`config.mk`:
```
export PLATFORM = sky130hd
export DESIGN_NAME = sfdp_ctrl
export DESIGN_NICKNAME = d
export VERILOG_FILES = /design/src/sfdp_pkg.sv /design/src/sfdp_ctrl.sv
export SDC_FILE = /design/constraint.sdc
export NUM_CORES = 1
export LEC_CHECK = 0
export ABC_AREA = 1
export BUFFER_PORTS_ARGS = -buffer_cell sky130_fd_sc_hd__buf_2
export CAP_MARGIN = 20
export CELL_PAD_IN_SITES_DETAIL_PLACEMENT = 0
export CELL_PAD_IN_SITES_GLOBAL_PLACEMENT = 1
export CORE_ASPECT_RATIO = 1.1
export CORE_MARGIN = 3
export CORE_UTILIZATION = 30
export CTS_CLUSTER_DIAMETER = 80
export DETAILED_ROUTE_END_ITERATION = 8
export PLACE_DENSITY_LB_ADDON = 0.1
export SLEW_MARGIN = 20
export SYNTH_ARGS = -nofsm -noshare
export SYNTH_HDL_FRONTEND = slang
export SYNTH_SLANG_ARGS = --single-unit
```
`constraint.sdc`:
```
create_clock -name clk -period 1.34 [get_ports clk]
set_input_delay 0.134 -clock clk [delete_from_list [all_inputs] [get_ports clk]]
set_output_delay 0.134 -clock clk [all_outputs]
set_load 0.02 [all_outputs]
```
`src/sfdp_pkg.sv`:
```
// Shared types and constants for the facilitation/depression plasticity block.
// Used by the interfaces, the controller, the datapath and the top level.
`timescale 1ns / 1ps

package sfdp_pkg;

  localparam int FRAC      = 12;
  localparam int SYN_W     = 8;
  localparam int WEIGHT_W  = 20;
  localparam int FACTOR_W  = 16;
  localparam int STEP_W    = 32;
  localparam int DELTA_W   = 16;
  localparam int Q12_W     = 13;
  localparam int CFG_IDX_W = 3;
  localparam int CFG_DAT_W = 16;

  localparam logic [Q12_W-1:0]    ONE        = Q12_W'(1 << FRAC);
  localparam logic [FACTOR_W-1:0] FACTOR_MAX = '1;
  localparam logic [WEIGHT_W-1:0] WEIGHT_MAX = '1;

  localparam logic [1:0] MODE_OFF = 2'd0;
  localparam logic [1:0] MODE_FD  = 2'd1;
  localparam logic [1:0] MODE_DD  = 2'd2;

  typedef enum logic [CFG_IDX_W-1:0] {
    CFG_MODE      = 3'd0,
    CFG_FAC_INC   = 3'd1,
    CFG_DEP1_FAC  = 3'd2,
    CFG_DEP2_FAC  = 3'd3,
    CFG_FAC_DECAY = 3'd4,
    CFG_DEP1_DEC  = 3'd5,
    CFG_DEP2_DEC  = 3'd6,
    CFG_WINDOW    = 3'd7
  } cfg_reg_t;

  typedef enum logic [3:0] {
    ST_IDLE,
    ST_READ,
    ST_DECIDE,
    ST_POW_INIT,
    ST_POW_BIT,
    ST_POW_ACC,
    ST_POW_SQ,
    ST_UPD1,
    ST_UPD2,
    ST_WGT1,
    ST_WGT2,
    ST_WRITE,
    ST_OUT
  } ctrl_state_t;

  typedef enum logic [2:0] {
    OP_NONE,
    OP_ACC,
    OP_SQ,
    OP_FAC,
    OP_DSCALE,
    OP_DGAP,
    OP_W1,
    OP_W2
  } mul_op_t;

  typedef struct packed {
    logic       in_ready;
    logic       read;
    logic       latch;
    mul_op_t    op;
    logic       pow_init;
    logic       part;
    logic [3:0] bit_idx;
    logic       finish;
    logic       write;
    logic       emit;
  } ctrl_cmd_t;

  typedef struct packed {
    logic in_fire;
    logic in_range;
    logic is_load;
    logic qualify;
    logic valid_bit;
    logic mode2;
    logic delta_bit;
    logic out_free;
  } dp_status_t;

  function automatic logic [Q12_W-1:0] clamp_one(input logic [Q12_W-1:0] v);
    return (v > ONE) ? ONE : v;
  endfunction

  function automatic logic [FACTOR_W-1:0] sat_factor(input logic signed [35:0] v);
    if (v < 0) return '0;
    if (v > 36'sd65535) return FACTOR_MAX;
    return v[FACTOR_W-1:0];
  endfunction

endpackage

```
`src/sfdp_ctrl.sv`:
```
// Sequencer for one item: table read, power loops, factor updates, weight, write-back.
// Depends on sfdp_pkg for the state, command and status types.
`timescale 1ns / 1ps

module sfdp_ctrl (
  input  logic                 clk,
  input  logic                 rst,
  input  sfdp_pkg::dp_status_t status,
  output sfdp_pkg::ctrl_cmd_t  cmd
);
  import sfdp_pkg::*;

  ctrl_state_t state, state_next;
  logic        wait_q, wait_next;
  logic        part, part_next;
  logic [3:0]  bit_idx, bit_next;
  logic        fac_case;

  // part a in mode 1 takes the facilitation rule, everything else depresses
  assign fac_case = !part && !status.mode2;

  always_ff @(posedge clk) begin
    if (rst) begin
      state   <= ST_IDLE;
      wait_q  <= 1'b0;
      part    <= 1'b0;
      bit_idx <= '0;
    end else begin
      state   <= state_next;
      wait_q  <= wait_next;
      part    <= part_next;
      bit_idx <= bit_next;
    end
  end

  always_comb begin
    state_next = state;
    wait_next  = 1'b0;
    part_next  = part;
    bit_next   = bit_idx;
    case (state)
      ST_IDLE: begin
        if (status.in_fire) state_next = ST_READ;
      end
      ST_READ: state_next = ST_DECIDE;
      ST_DECIDE: begin
        part_next = 1'b0;
        if (!status.in_range) state_next = ST_OUT;
        else if (!status.is_load && status.qualify && status.valid_bit)
          state_next = ST_POW_INIT;
        else state_next = ST_WGT1;
      end
      ST_POW_INIT: begin
        bit_next   = '0;
        state_next = ST_POW_BIT;
      end
      ST_POW_BIT: state_next = status.delta_bit ? ST_POW_ACC : ST_POW_SQ;
      ST_POW_ACC: begin
        wait_next = !wait_q;
        if (wait_q) state_next = ST_POW_SQ;
      end
      ST_POW_SQ: begin
        wait_next = !wait_q;
        if (wait_q) begin
          if (bit_idx == 4'd15) begin
            state_next = ST_UPD1;
          end else begin
            bit_next   = bit_idx + 4'd1;
            state_next = ST_POW_BIT;
          end
        end
      end
      ST_UPD1: begin
        wait_next = !wait_q;
        if (wait_q) begin
          if (fac_case) begin
            part_next  = 1'b1;
            state_next = ST_POW_INIT;
          end else begin
            state_next = ST_UPD2;
          end
        end
      end
      ST_UPD2: begin
        wait_next = !wait_q;
        if (wait_q) begin
          if (!part) begin
            part_next  = 1'b1;
            state_next = ST_POW_INIT;
          end else begin
            state_next = ST_WGT1;
          end
        end
      end
      ST_WGT1: begin
        wait_next = !wait_q;
        if (wait_q) state_next = ST_WGT2;
      end
      ST_WGT2: begin
        wait_next = !wait_q;
        if (wait_q) state_next = ST_WRITE;
      end
      ST_WRITE: state_next = ST_OUT;
      ST_OUT: begin
        if (status.out_free) state_next = ST_IDLE;
      end
      default: state_next = ST_IDLE;
    endcase
  end

  always_comb begin
    cmd          = '0;
    cmd.op       = OP_NONE;
    cmd.part     = part;
    cmd.bit_idx  = bit_idx;
    case (state)
      ST_IDLE:     cmd.in_ready = 1'b1;
      ST_READ:     cmd.read     = 1'b1;
      ST_DECIDE:   cmd.latch    = 1'b1;
      ST_POW_INIT: cmd.pow_init = 1'b1;
      ST_POW_ACC:  if (!wait_q) cmd.op = OP_ACC;
      ST_POW_SQ:   if (!wait_q) cmd.op = OP_SQ;
      ST_UPD1:     if (!wait_q) cmd.op = fac_case ? OP_FAC : OP_DSCALE;
      ST_UPD2: begin
        if (!wait_q) cmd.op = OP_DGAP;
        cmd.finish = wait_q && part;
      end
      ST_WGT1:     if (!wait_q) cmd.op = OP_W1;
      ST_WGT2:     if (!wait_q) cmd.op = OP_W2;
      ST_WRITE:    cmd.write = 1'b1;
      ST_OUT:      cmd.emit  = status.out_free;
      default: ;
    endcase
  end

  a_fire_to_read: assert property (@(posedge clk) disable iff (rst)
    status.in_fire |=> state == ST_READ)
    else $error("accepted item did not start a table read");

  a_out_hold: assert property (@(posedge clk) disable iff (rst)
    (state == ST_OUT && !status.out_free) |=> state == ST_OUT)
    else $error("result left before the output register was free");

  a_wait_one: assert property (@(posedge clk) disable iff (rst)
    wait_q |=> !wait_q)
    else $error("multiply wait lasted more than one cycle");

endmodule

```
Word level (Yosys, flattened, before mapping)
Cells that the tools add are included.

storage, ports and cells
  register bits = 10
  bits of input ports = 10
  output and inout port bits = 15
  word-level logic and storage cells = 82

cells by class
  add/sub/neg operators = 1
  equal/unequal tests = 23
  muxes and demuxes = 37
  bitwise logic cells = 1
  reduce and logical (&&, ||, !) cells = 16

operators by type and width
  kind                   number
  $mux W4                14
  $pmux W4 S13           1
  $eq A4 B4 Y1 const B   6
  $ne A2 B2 Y1 const B   10
  $pmux W3 S6            1
  $eq A4 B3 Y1 const B   4
  $mux W3                5
  $mux W1                11
  $eq A4 B2 Y1 const B   2
  $pmux W4 S2            1
  $reduce_and A8 Y1      1
  $mux W2                3
  $reduce_or A6 Y1       1
  $add A4 B1 Y4 const B  1
  $eq A4 B1 Y1 const B   1
  $logic_and A1 B1 Y1    4
  $logic_not A1 Y1       4
  $logic_not A4 Y1       1
  $reduce_and A4 Y1      1
  $pmux W1 S3            1
  $reduce_and A3 Y1      1
  $reduce_bool A3 Y1     1
  $reduce_bool A2 Y1     1
  $reduce_or A2 Y1       1
  $not A1 Y1             1

Longest topological paths before layout
Gate-level depths: netlist of the first run.

  word-level depth = 6
  depth in mapped cells = 11
  mapped depth without buffers = 10

Worst setup path after synthesis of the first run
Ideal clock, no wire load.

  path type = register to register
  start point = register state[2]
  end point = register state[3]
  setup time = 70 ps
  arrival = 1329 ps
  data required time = 1270 ps
  path slack = -59 ps
  stages on the path, launching flop included = 9
  path buffers = 1
  clock period less this slack = 1399 ps
  cells stage by stage = dfxtp_1 -> buf_6 -> inv_1 -> nand2_1 -> nor2_2 -> o21ai_0 -> nand3_1 -> nand3_1 -> a21oi_1

on the way
  cells in the longest elaborated chain, start to end = 3
  elaborated cells on any way between the ends = 23
  those cells by class = eq/ne: 20; mux: 1; reduce/logical: 2

RTL lines
  element                                     RTL line         source
  start: declaration                          sfdp_ctrl.sv:13  ctrl_state_t state, state_next;
  start signal: assignment                    sfdp_ctrl.sv:29  state <= state_next;
  $eq A4 B3 Y1, or another cell as far along  sfdp_ctrl.sv:41  case (state)
  $ne A2 B2 Y1 (no source line)               n/a
  $reduce_and A8 Y1 (no source line)          n/a

Several ways; a longest one is shown, not always the timed one.
A chain may end at the register's enable or synchronous reset.

==> flow_summary.ini, run 1 <==
[outcome]
outcome = finished with violations
violations = negative setup slack

[timing]
timing.final.crit_period_ps = 1565
fin_worst_skew_ps = 2.490
final-hold-violation-count = 0
drv_slew = 0
fmax_mhz = 639.0
post-route-period-util_pct = 116.8
tightest_slew_ps = 268.9
whs_ps = 173.6
layout_setup_ws_ps = -224.9
setup_viol = 19
slew_headroom_pct = 82.05
rsz0062_at_grt = true

[flow_run]
maxCapViolCount = 0

[clocking]
cts_tree = done
cts_hold_buf = 0
htree_levels = 1
clk_path_buf_depth = 2
cts.clk_slew.worst_paths_ps = 70
clock_latency_ps = 270
cts_buffers = 3
root_buffer = clkbuf_4
clkSinkCount = 10

[critical_path]
cp.required_ps = 1210
cp_common_cell = buf_4
cp-start-kind = register
worstPathCellList = inv_6 -> nor2_4 -> buf_4 -> nand2_2 -> buf_4 -> nand3_2 -> buf_6
reg2reg_to = bit_idx[1]
reg2reg_slack_ps = -170
critPathArrivalTime_ps = 1430
crit_path_max_incr_delay_ps = 450
r2r-start = state[1]
end_kind = output pin
rr_worst_depth = 9
slowest_stage = dfxtp_4
critPathKind = register to output pin
path_max_fanout = 5

[floorplanning]
rows = 19
io_pins = 25
die_y_um = 62.14
die_x_um = 57.04
design.die.area_um2 = 3544
core_um2 = 2615
initial_utilization_pct = 32.87

[cells_and_area]
syn2layout_area_growth_pct = 127.5
drive_above_1_share_pct = 72.69
seq_area_um2 = 217.7
layout_common_cells = buf_6, buf_4, nand2_1
antenna-diode-count = 0
final_util_pct = 74.78
final_nets = 240
n_fill_cell = 190
multiInputGateArea_um2 = 975.9

[pwr]
power_switching_mw = 1.504
clkPwrFrac_pct = 7.2
p_leak_nw = 0.8722
netSwitchingFraction_pct = 49.02
intPower_mw = 1.564
pwr-share-seq_pct = 16.0
combPwrFrac_pct = 76.8
ir_drop_v = 0.001195
powerDensity_nw_per_um2 = 1569

[route]
wl_per_cell_um = 15.05
drtPass1Iterations = 4
drtAntennaViolNets = 0
drc = 0
vias = 1304
routed_wl_mm = 3.883
drt_iter0_markers = 22
vias_per_cell = 5.054

[synth]
seq_area_frac_synth_pct = 23.29
yosys_warnings = 0
avgSynthCellArea_um2 = 5.510
yosysUniqueCellTypes = 21
synth_nets = 167
synth_area_um2 = 859.6
synth_seq_cells = 10
syn_inst = 156

[grt]
antenna_found_initial = 0
grt_pass1_vias = 1247
grt_pass1_wl_mm = 5.658
overflow = 0
track_usage_pct = 20.01
grt_max_degree = 9

[hold_path]
hold_path_end = state[0]
hold_depth = 2
worstHoldPathType = input port to register
min-delay-start = rst

[placed_design]
gp_congestion = 0.9138
dp_hpwl_mm = 2.368
io_buffers = 24
worst max path at each step:
stage                   from       end  slack [ps]  depth (start not counted)
floorplan           state[2]  state[3]          30                          8
global placement    state[2]  state[3]        -120                          8
detailed placement  state[2]  state[3]        -120                          8
CTS                 state[0]   cmd[11]        -160                          8
global route        state[2]   cmd[11]        -260                          7
finish              state[1]    cmd[9]        -220                          7
final cells by class:
cell class / instances / area share [%]
flip-flops and latches: 10 / 11.13
inverters: 18 / 4.351
clock buffers: 3 / 1.152
well taps: 31 / 1.983
multi-input cells: 125 / 49.90
repair buffers: 71 / 31.48
cell usage after synthesis:
master,count,area share [%]
clkinv_1,1,0.44
nor2_1,22,9.6
nand2_1,55,24
nor2_4,3,3.9
o21ai_1,1,0.58
nand4_1,1,0.73
nand3b_1,1,0.87
o21ai_0,5,2.9
dfxtp_1,10,23
nor2_2,2,1.5
buf_6,1,1.3
or2_2,1,0.73
nand3_1,17,9.9
buf_4,1,0.87
buf_1,1,0.44
inv_2,1,0.44
nand2_4,1,1.3
ha_1,1,1.5
inv_1,16,7.0
a21oi_1,11,6.4
nor3_1,4,2.3
critical path, delay by kind of cell, from the launching register on:
kind | cells | cell delay (ps)
AND/OR/NAND/NOR | 3 | 260
buffers and inverters | 4 | 430
flip-flops | 1 | 450
layer usage:
metal	up-vias	GRT usage (%)	share of wire [%]
li1	645	-	-
met1	610	25.28	42
met4	0	8.116	2.0
met5	-	0	0
met2	42	33.86	51
met3	7	2.277	4.5
through the flow:
step           setup TNS, ps  power, mW  setup slack [ps]  std cells  cell area [µm²]
2_1_floorplan              0      1.146             34.21        156            875.8
3_3_place_gp          -895.4      1.771            -121.9        238             1250
3_5_place_dp          -868.9      1.752            -116.9        238             1250
4_1_cts                -1896      2.449            -163.0        256             1603
5_1_grt                -3320      3.265            -260.5        258             1956
6_report               -2125      3.068            -224.9        258             1956
sequential cells by signal, summed over array words and instances (netlist names):
signal / cells
wait_q: 1
state: 4
part: 1
bit_idx: 4
timing repair:
item / in CTS / in global routing
gates resized for setup: 73 / 95
endpoints found under the setup margin: 19 / 20
pin swaps: 20 / 31
endpoints found under the hold margin: 0 / 0
setup buffers: 15 / 5
kinds of logic (layout without fill, tap and decap cells):
logic type,count (synthesis),after routing,share of synthesized area [%]
and+or+nand+nor,107,107,54.88
buffers and inverters,21,92,10.48
AOI/OAI and AO/OA,17,17,9.897
DFF,10,10,23.29
adders and majority gates,1,1,1.455
power groups by stage:
stage / combinational, mW / clock (mW) / sequential, mW
after floorplan: 0.736 / 0 / 0.411
after global placement: 1.36 / 0 / 0.410
after detailed placement: 1.34 / 0 / 0.412
after CTS: 1.78 / 0.216 / 0.456
after global routing: 2.53 / 0.231 / 0.501
final: 2.36 / 0.220 / 0.492
(Power assumes the default switching activity.)
==> inputs of run 2 (changes only) <==
CELL_PAD_IN_SITES_DETAIL_PLACEMENT = 1   (was 0)
CELL_PAD_IN_SITES_GLOBAL_PLACEMENT = 2   (was 1)
CORE_UTILIZATION = 22   (was 30)
==> run 2 against run 1 <==
Net effect:
- the run still ends with negative setup slack left
- critical path depth fell by 1
- register-to-register slack better by 20 ps
- utilization down 22 points
- sequential power grew 6.3%
- maximum frequency rose by 2.5%
- design area fell by 0.58%
- clock power grew 74%
- flip-flop and latch count did not move
- non-clock buffer count is 4 higher
- count of clock-buffer cells in the layout up 1
- hold slack improved by 25 ps
- critical path type unchanged
- largest cell class unchanged
- highest routed layer unchanged
==> flow_summary.ini, run 2 (synthesis gave the netlist of run 1 again) <==
[outcome]
outcome = finished with violations
violations = negative setup slack

[timing]
final-hold-violation-count = 0
layout_setup_ws_ps = -186.3
setup_viol = 18
rsz0062_at_grt = true
drv_slew = 0
fin_worst_skew_ps = 2.349
slew_headroom_pct = 78.72
fmax_mhz = 655.2
timing.final.crit_period_ps = 1526
post-route-period-util_pct = 113.9
tightest_slew_ps = 318.1
tns_ps = -2031

[pwr]
powerDensity_nw_per_um2 = 1739
pwr-share-seq_pct = 15.5
ir_drop_v = 0.0006900
clkPwrFrac_pct = 11.3
power_switching_mw = 1.536
netSwitchingFraction_pct = 45.43
p_leak_nw = 0.9123
total_power_mw = 3.382
intPower_mw = 1.845
combPwrFrac_pct = 73.2

[route]
drtPass1Iterations = 4
wl_per_cell_um = 17.47
drt_iter0_markers = 33
drc = 0
vias_per_cell = 4.840
vias = 1365
routed_wl_mm = 4.927
drtAntennaViolNets = 0

[clocking]
clk_path_buf_depth = 2
root_buffer = clkbuf_8
clkSinkCount = 10
cts.clk_slew.worst_paths_ps = 50
cts_hold_buf = 0
clock_latency_ps = 230
cts_tree = done
htree_levels = 1
cts_buffers = 3

[grt]
grt_max_degree = 9
antenna_found_initial = 0
track_usage_pct = 20.07
overflow = 0
grt_pass1_vias = 1482
grt_pass1_wl_mm = 7.155

[cells_and_area]
n_fill_cell = 456
layout_common_cells = nand2_1, buf_4, buf_6
fin_area_um2 = 1944
largestRegisters = bit_idx x4, state x4
antenna-diode-count = 0
multiInputGateArea_um2 = 883.3
final_util_pct = 52.38
drive_above_1_share_pct = 68.53
syn2layout_area_growth_pct = 126.2
seq_area_um2 = 217.7
final_nets = 244

[hold_path]
min-delay-start = rst
worstHoldPathType = input port to register

[placed_design]
io_buffers = 24
gp_congestion = 0.7987
dp_hpwl_mm = 3.197
placed_area_um2 = 1306

[flow_run]
maxCapViolCount = 0

[critical_path]
crit_path_max_incr_delay_ps = 360
cp.required_ps = 1210
path_max_fanout = 4
r2r-start = state[2]
cp_common_cell = buf_4
crit_path_start = state[2]
slowest_stage = dfxtp_4
end_kind = output pin
worstPathCellList = buf_6 -> nor2_4 -> nand2_1 -> buf_4 -> nor3_2 -> buf_4
cp-start-kind = register
critPathArrivalTime_ps = 1390
critPathKind = register to output pin

[floorplanning]
rows = 23
die_x_um = 65.60
die_y_um = 71.56
core_um2 = 3712
io_pins = 25
design.die.area_um2 = 4694
initial_utilization_pct = 23.15
[run 2: changes by cell type in the layout (fill, tap and decap cells not counted), sizes merged]
cell    change
clkbuf      +1
buf         +4
[run 2: cell type report]
type                       count  area share (%)
tap                           50           3.218
multi-input combinational    125           45.43
timing repair buffer          75           32.88
inverter                      18           4.440
clock buffer                   4           2.831
sequential                    10           11.20
[run 2: critical path, delay by kind of cell (launching register included)]
kind                   cells  cell delay [ps]
buffers and inverters      3              430
DFF                        1              360
and+or+nand+nor            3              360
[run 2: worst paths after layout]
kind                                   end  slack, ps  cells past startpoint
worst min-delay path              state[1]        200                      2
worst max register to register    state[3]       -150                     10
worst max-delay path                cmd[2]       -190                      6
worst min register to register  bit_idx[1]        510                      2
[run 2: layer usage]
metal  global-route usage [%]  vias to the layer above  wire, µm
met5                        0                        -         0
met4                    5.760                        0       195
met1                    21.06                      662      1710
met2                    40.83                       32      2887
met3                    2.038                       16       133
li1                         -                      655         -
[run 2: power by group through the flow]
stage | registers, mW | logic (mW) | clock network, mW
2_1_floorplan | 0.411 | 0.736 | 0
5_1_grt | 0.534 | 2.62 | 0.412
6_report | 0.523 | 2.48 | 0.383
4_1_cts | 0.483 | 2.08 | 0.394
3_5_place_dp | 0.416 | 1.46 | 0
3_3_place_gp | 0.409 | 1.44 | 0
[run 2: stage by stage]
stage / hold WS, ps / setup WS [ps] / std cells
6_report: 198.5 / -186.3 / 282
5_1_grt: 214.5 / -241.7 / 282
4_1_cts: 181.5 / -169.6 / 279
3_5_place_dp: 437.0 / -182.8 / 263
3_3_place_gp: 426.0 / -120.9 / 263
2_1_floorplan: 332.0 / 34.21 / 156
[run 2: timing repair]
action / CTS / global route
setup endpoints to repair: 19 / 20
buffers inserted: 12 / 5
resized for setup: 86 / 55
pin swaps: 18 / 22
==> inputs of run 3 (changes only) <==
CORE_UTILIZATION = 24   (was 22)
clock period = 1.6 ns   (was 1.34 ns; I/O delays follow)
==> run 3 against run 2 <==
Net effect:
- the run now ends clean
- critical endpoint is now cmd[11]
- combinational power decreased by 54%
- largest power group unchanged
- hold slack got worse by 22 ps
- register-to-register slack improved by 230 ps
==> flow_summary.ini, run 3 (synthesis gave the netlist of run 1 again) <==
[critical_path]
crit_path_max_incr_delay_ps = 360
path_max_fanout = 5
cp-start-kind = register
critPathKind = register to output pin
worstPathCellList = buf_6 -> nor2_4 -> nand2_2 -> o21ai_2 -> nand2_2 -> a21oi_2 -> buf_6
rr_worst_depth = 10
slowest_stage = dfxtp_4
cp.required_ps = 1440
critPathArrivalTime_ps = 1420
end_kind = output pin

[timing]
setup_viol = 0
timing.final.crit_period_ps = 1579
final-hold-violation-count = 0
fin_worst_skew_ps = 0.5631
fmax_mhz = 633.3
drv_slew = 0
post-route-period-util_pct = 98.68
slew_headroom_pct = 79.40
tightest_slew_ps = 305.8
rsz0062_at_grt = true

[pwr]
ir_drop_v = 0.0004803
p_leak_nw = 0.6752
powerDensity_nw_per_um2 = 1275

[route]
drtPass1Iterations = 4
vias_per_cell = 4.633
routed_wl_mm = 3.529
wl_per_cell_um = 14.23
drtAntennaViolNets = 0
drc = 0
vias = 1149
drt_iter0_markers = 44

[placed_design]
place_inst = 233
io_buffers = 24
gp_congestion = 0.8630
dp_hpwl_mm = 2.799

[floorplanning]
io_pins = 25
rows = 22
initial_utilization_pct = 25.39
die_y_um = 68.77
core_um2 = 3386
die_x_um = 63.06
design.die.area_um2 = 4336

[grt]
grt_max_degree = 9
track_usage_pct = 16.96
grt_pass1_wl_mm = 5.506
grt_pass1_vias = 1202
antenna_found_initial = 0
overflow = 0

[cells_and_area]
final_util_pct = 39.47
final_nets = 213
n_fill_cell = 470
syn2layout_area_growth_pct = 55.46
seq_area_um2 = 219.0
largestRegisters = bit_idx x4, state x4
antenna-diode-count = 0
layout_common_cells = nand2_1, buf_2, buf_4
final_common_cell = nand2_1
drive_above_1_share_pct = 43.50
final_cells = 248
multiInputGateArea_um2 = 668.1

[clocking]
htree_levels = 1
clk_path_buf_depth = 2
root_buffer = clkbuf_4
cts_buffers = 3
cts_tree = done
clock_latency_ps = 260
cts.clk_slew.worst_paths_ps = 60
clkSinkCount = 10

[hold_path]
hold_depth = 2
worstHoldPathType = input port to register

[flow_run]
maxCapViolCount = 0

[outcome]
outcome = completed
-- run 3: cell types whose count changed in the layout (fill, tap and decap cells not counted), sizes merged --
cell    previous run  this run
buf               75        44
clkbuf             4         3
clkinv             1         0
inv               17        18
-- run 3: per-layer routing --
layer  wire, µm  track usage [%]
met5          0                0
met4         77            9.091
met3         59            2.269
met2       1954            32.54
met1       1438            18.37
-- run 3: cell type report --
cell class	instances	share of cell area [%]
clock buffers	3	1.685
inverters	18	5.243
flip-flops and latches	10	16.39
repair buffers	44	22.19
multi-input cells	125	50.00
well taps	48	4.494
-- run 3: path summary, 6_finish.rpt --
check                   from         end  slack (ps)
hold / removal           rst    state[0]         180
setup reg to reg    state[2]      wait_q          80
hold reg to reg   bit_idx[1]  bit_idx[1]         520
setup / recovery    state[2]     cmd[11]          20
-- run 3: report_power, final --
| group | internal, mW | switching, mW | total [mW] |
|---|---|---|---|
| Sequential | 0.307 | 0.0932 | 0.400 |
| Clock | 0.0868 | 0.0823 | 0.169 |
| Combinational | 0.424 | 0.710 | 1.13 |
-- run 3: what timing repair did --
action                                 CTS  global route
setup buffers                            6             6
gates cloned                             0             0
hold buffers                             0             0
setup endpoints to repair                4             9
endpoints found under the hold margin    0             0
gates resized for setup                 26            27
pin swaps                                4             7
-- run 3: critical path: cells and delay by family, from the launching register on --
family	cells	cell delay (ps)
buffers and inverters	2	260
flip-flops	1	360
AO/OA/AOI/OAI	2	200
AND/OR/NAND/NOR	3	330
-- run 3: per-stage QoR --
stage / hold slack (ps) / setup WS, ps / setup TNS (ps) / total power, mW / area [µm²]
finish: 176.3 / 21.07 / 0 / 1.703 / 1336
global route: 194.2 / -85.55 / -150.8 / 1.863 / 1336
CTS: 166.8 / 5.668 / 0 / 1.571 / 1214
detailed placement: 462.5 / -57.71 / -105.4 / 1.268 / 1077
global placement: 457.5 / -73.56 / -124.6 / 1.263 / 1077
floorplan: 358.2 / 201.5 / 0 / 0.9449 / 859.6
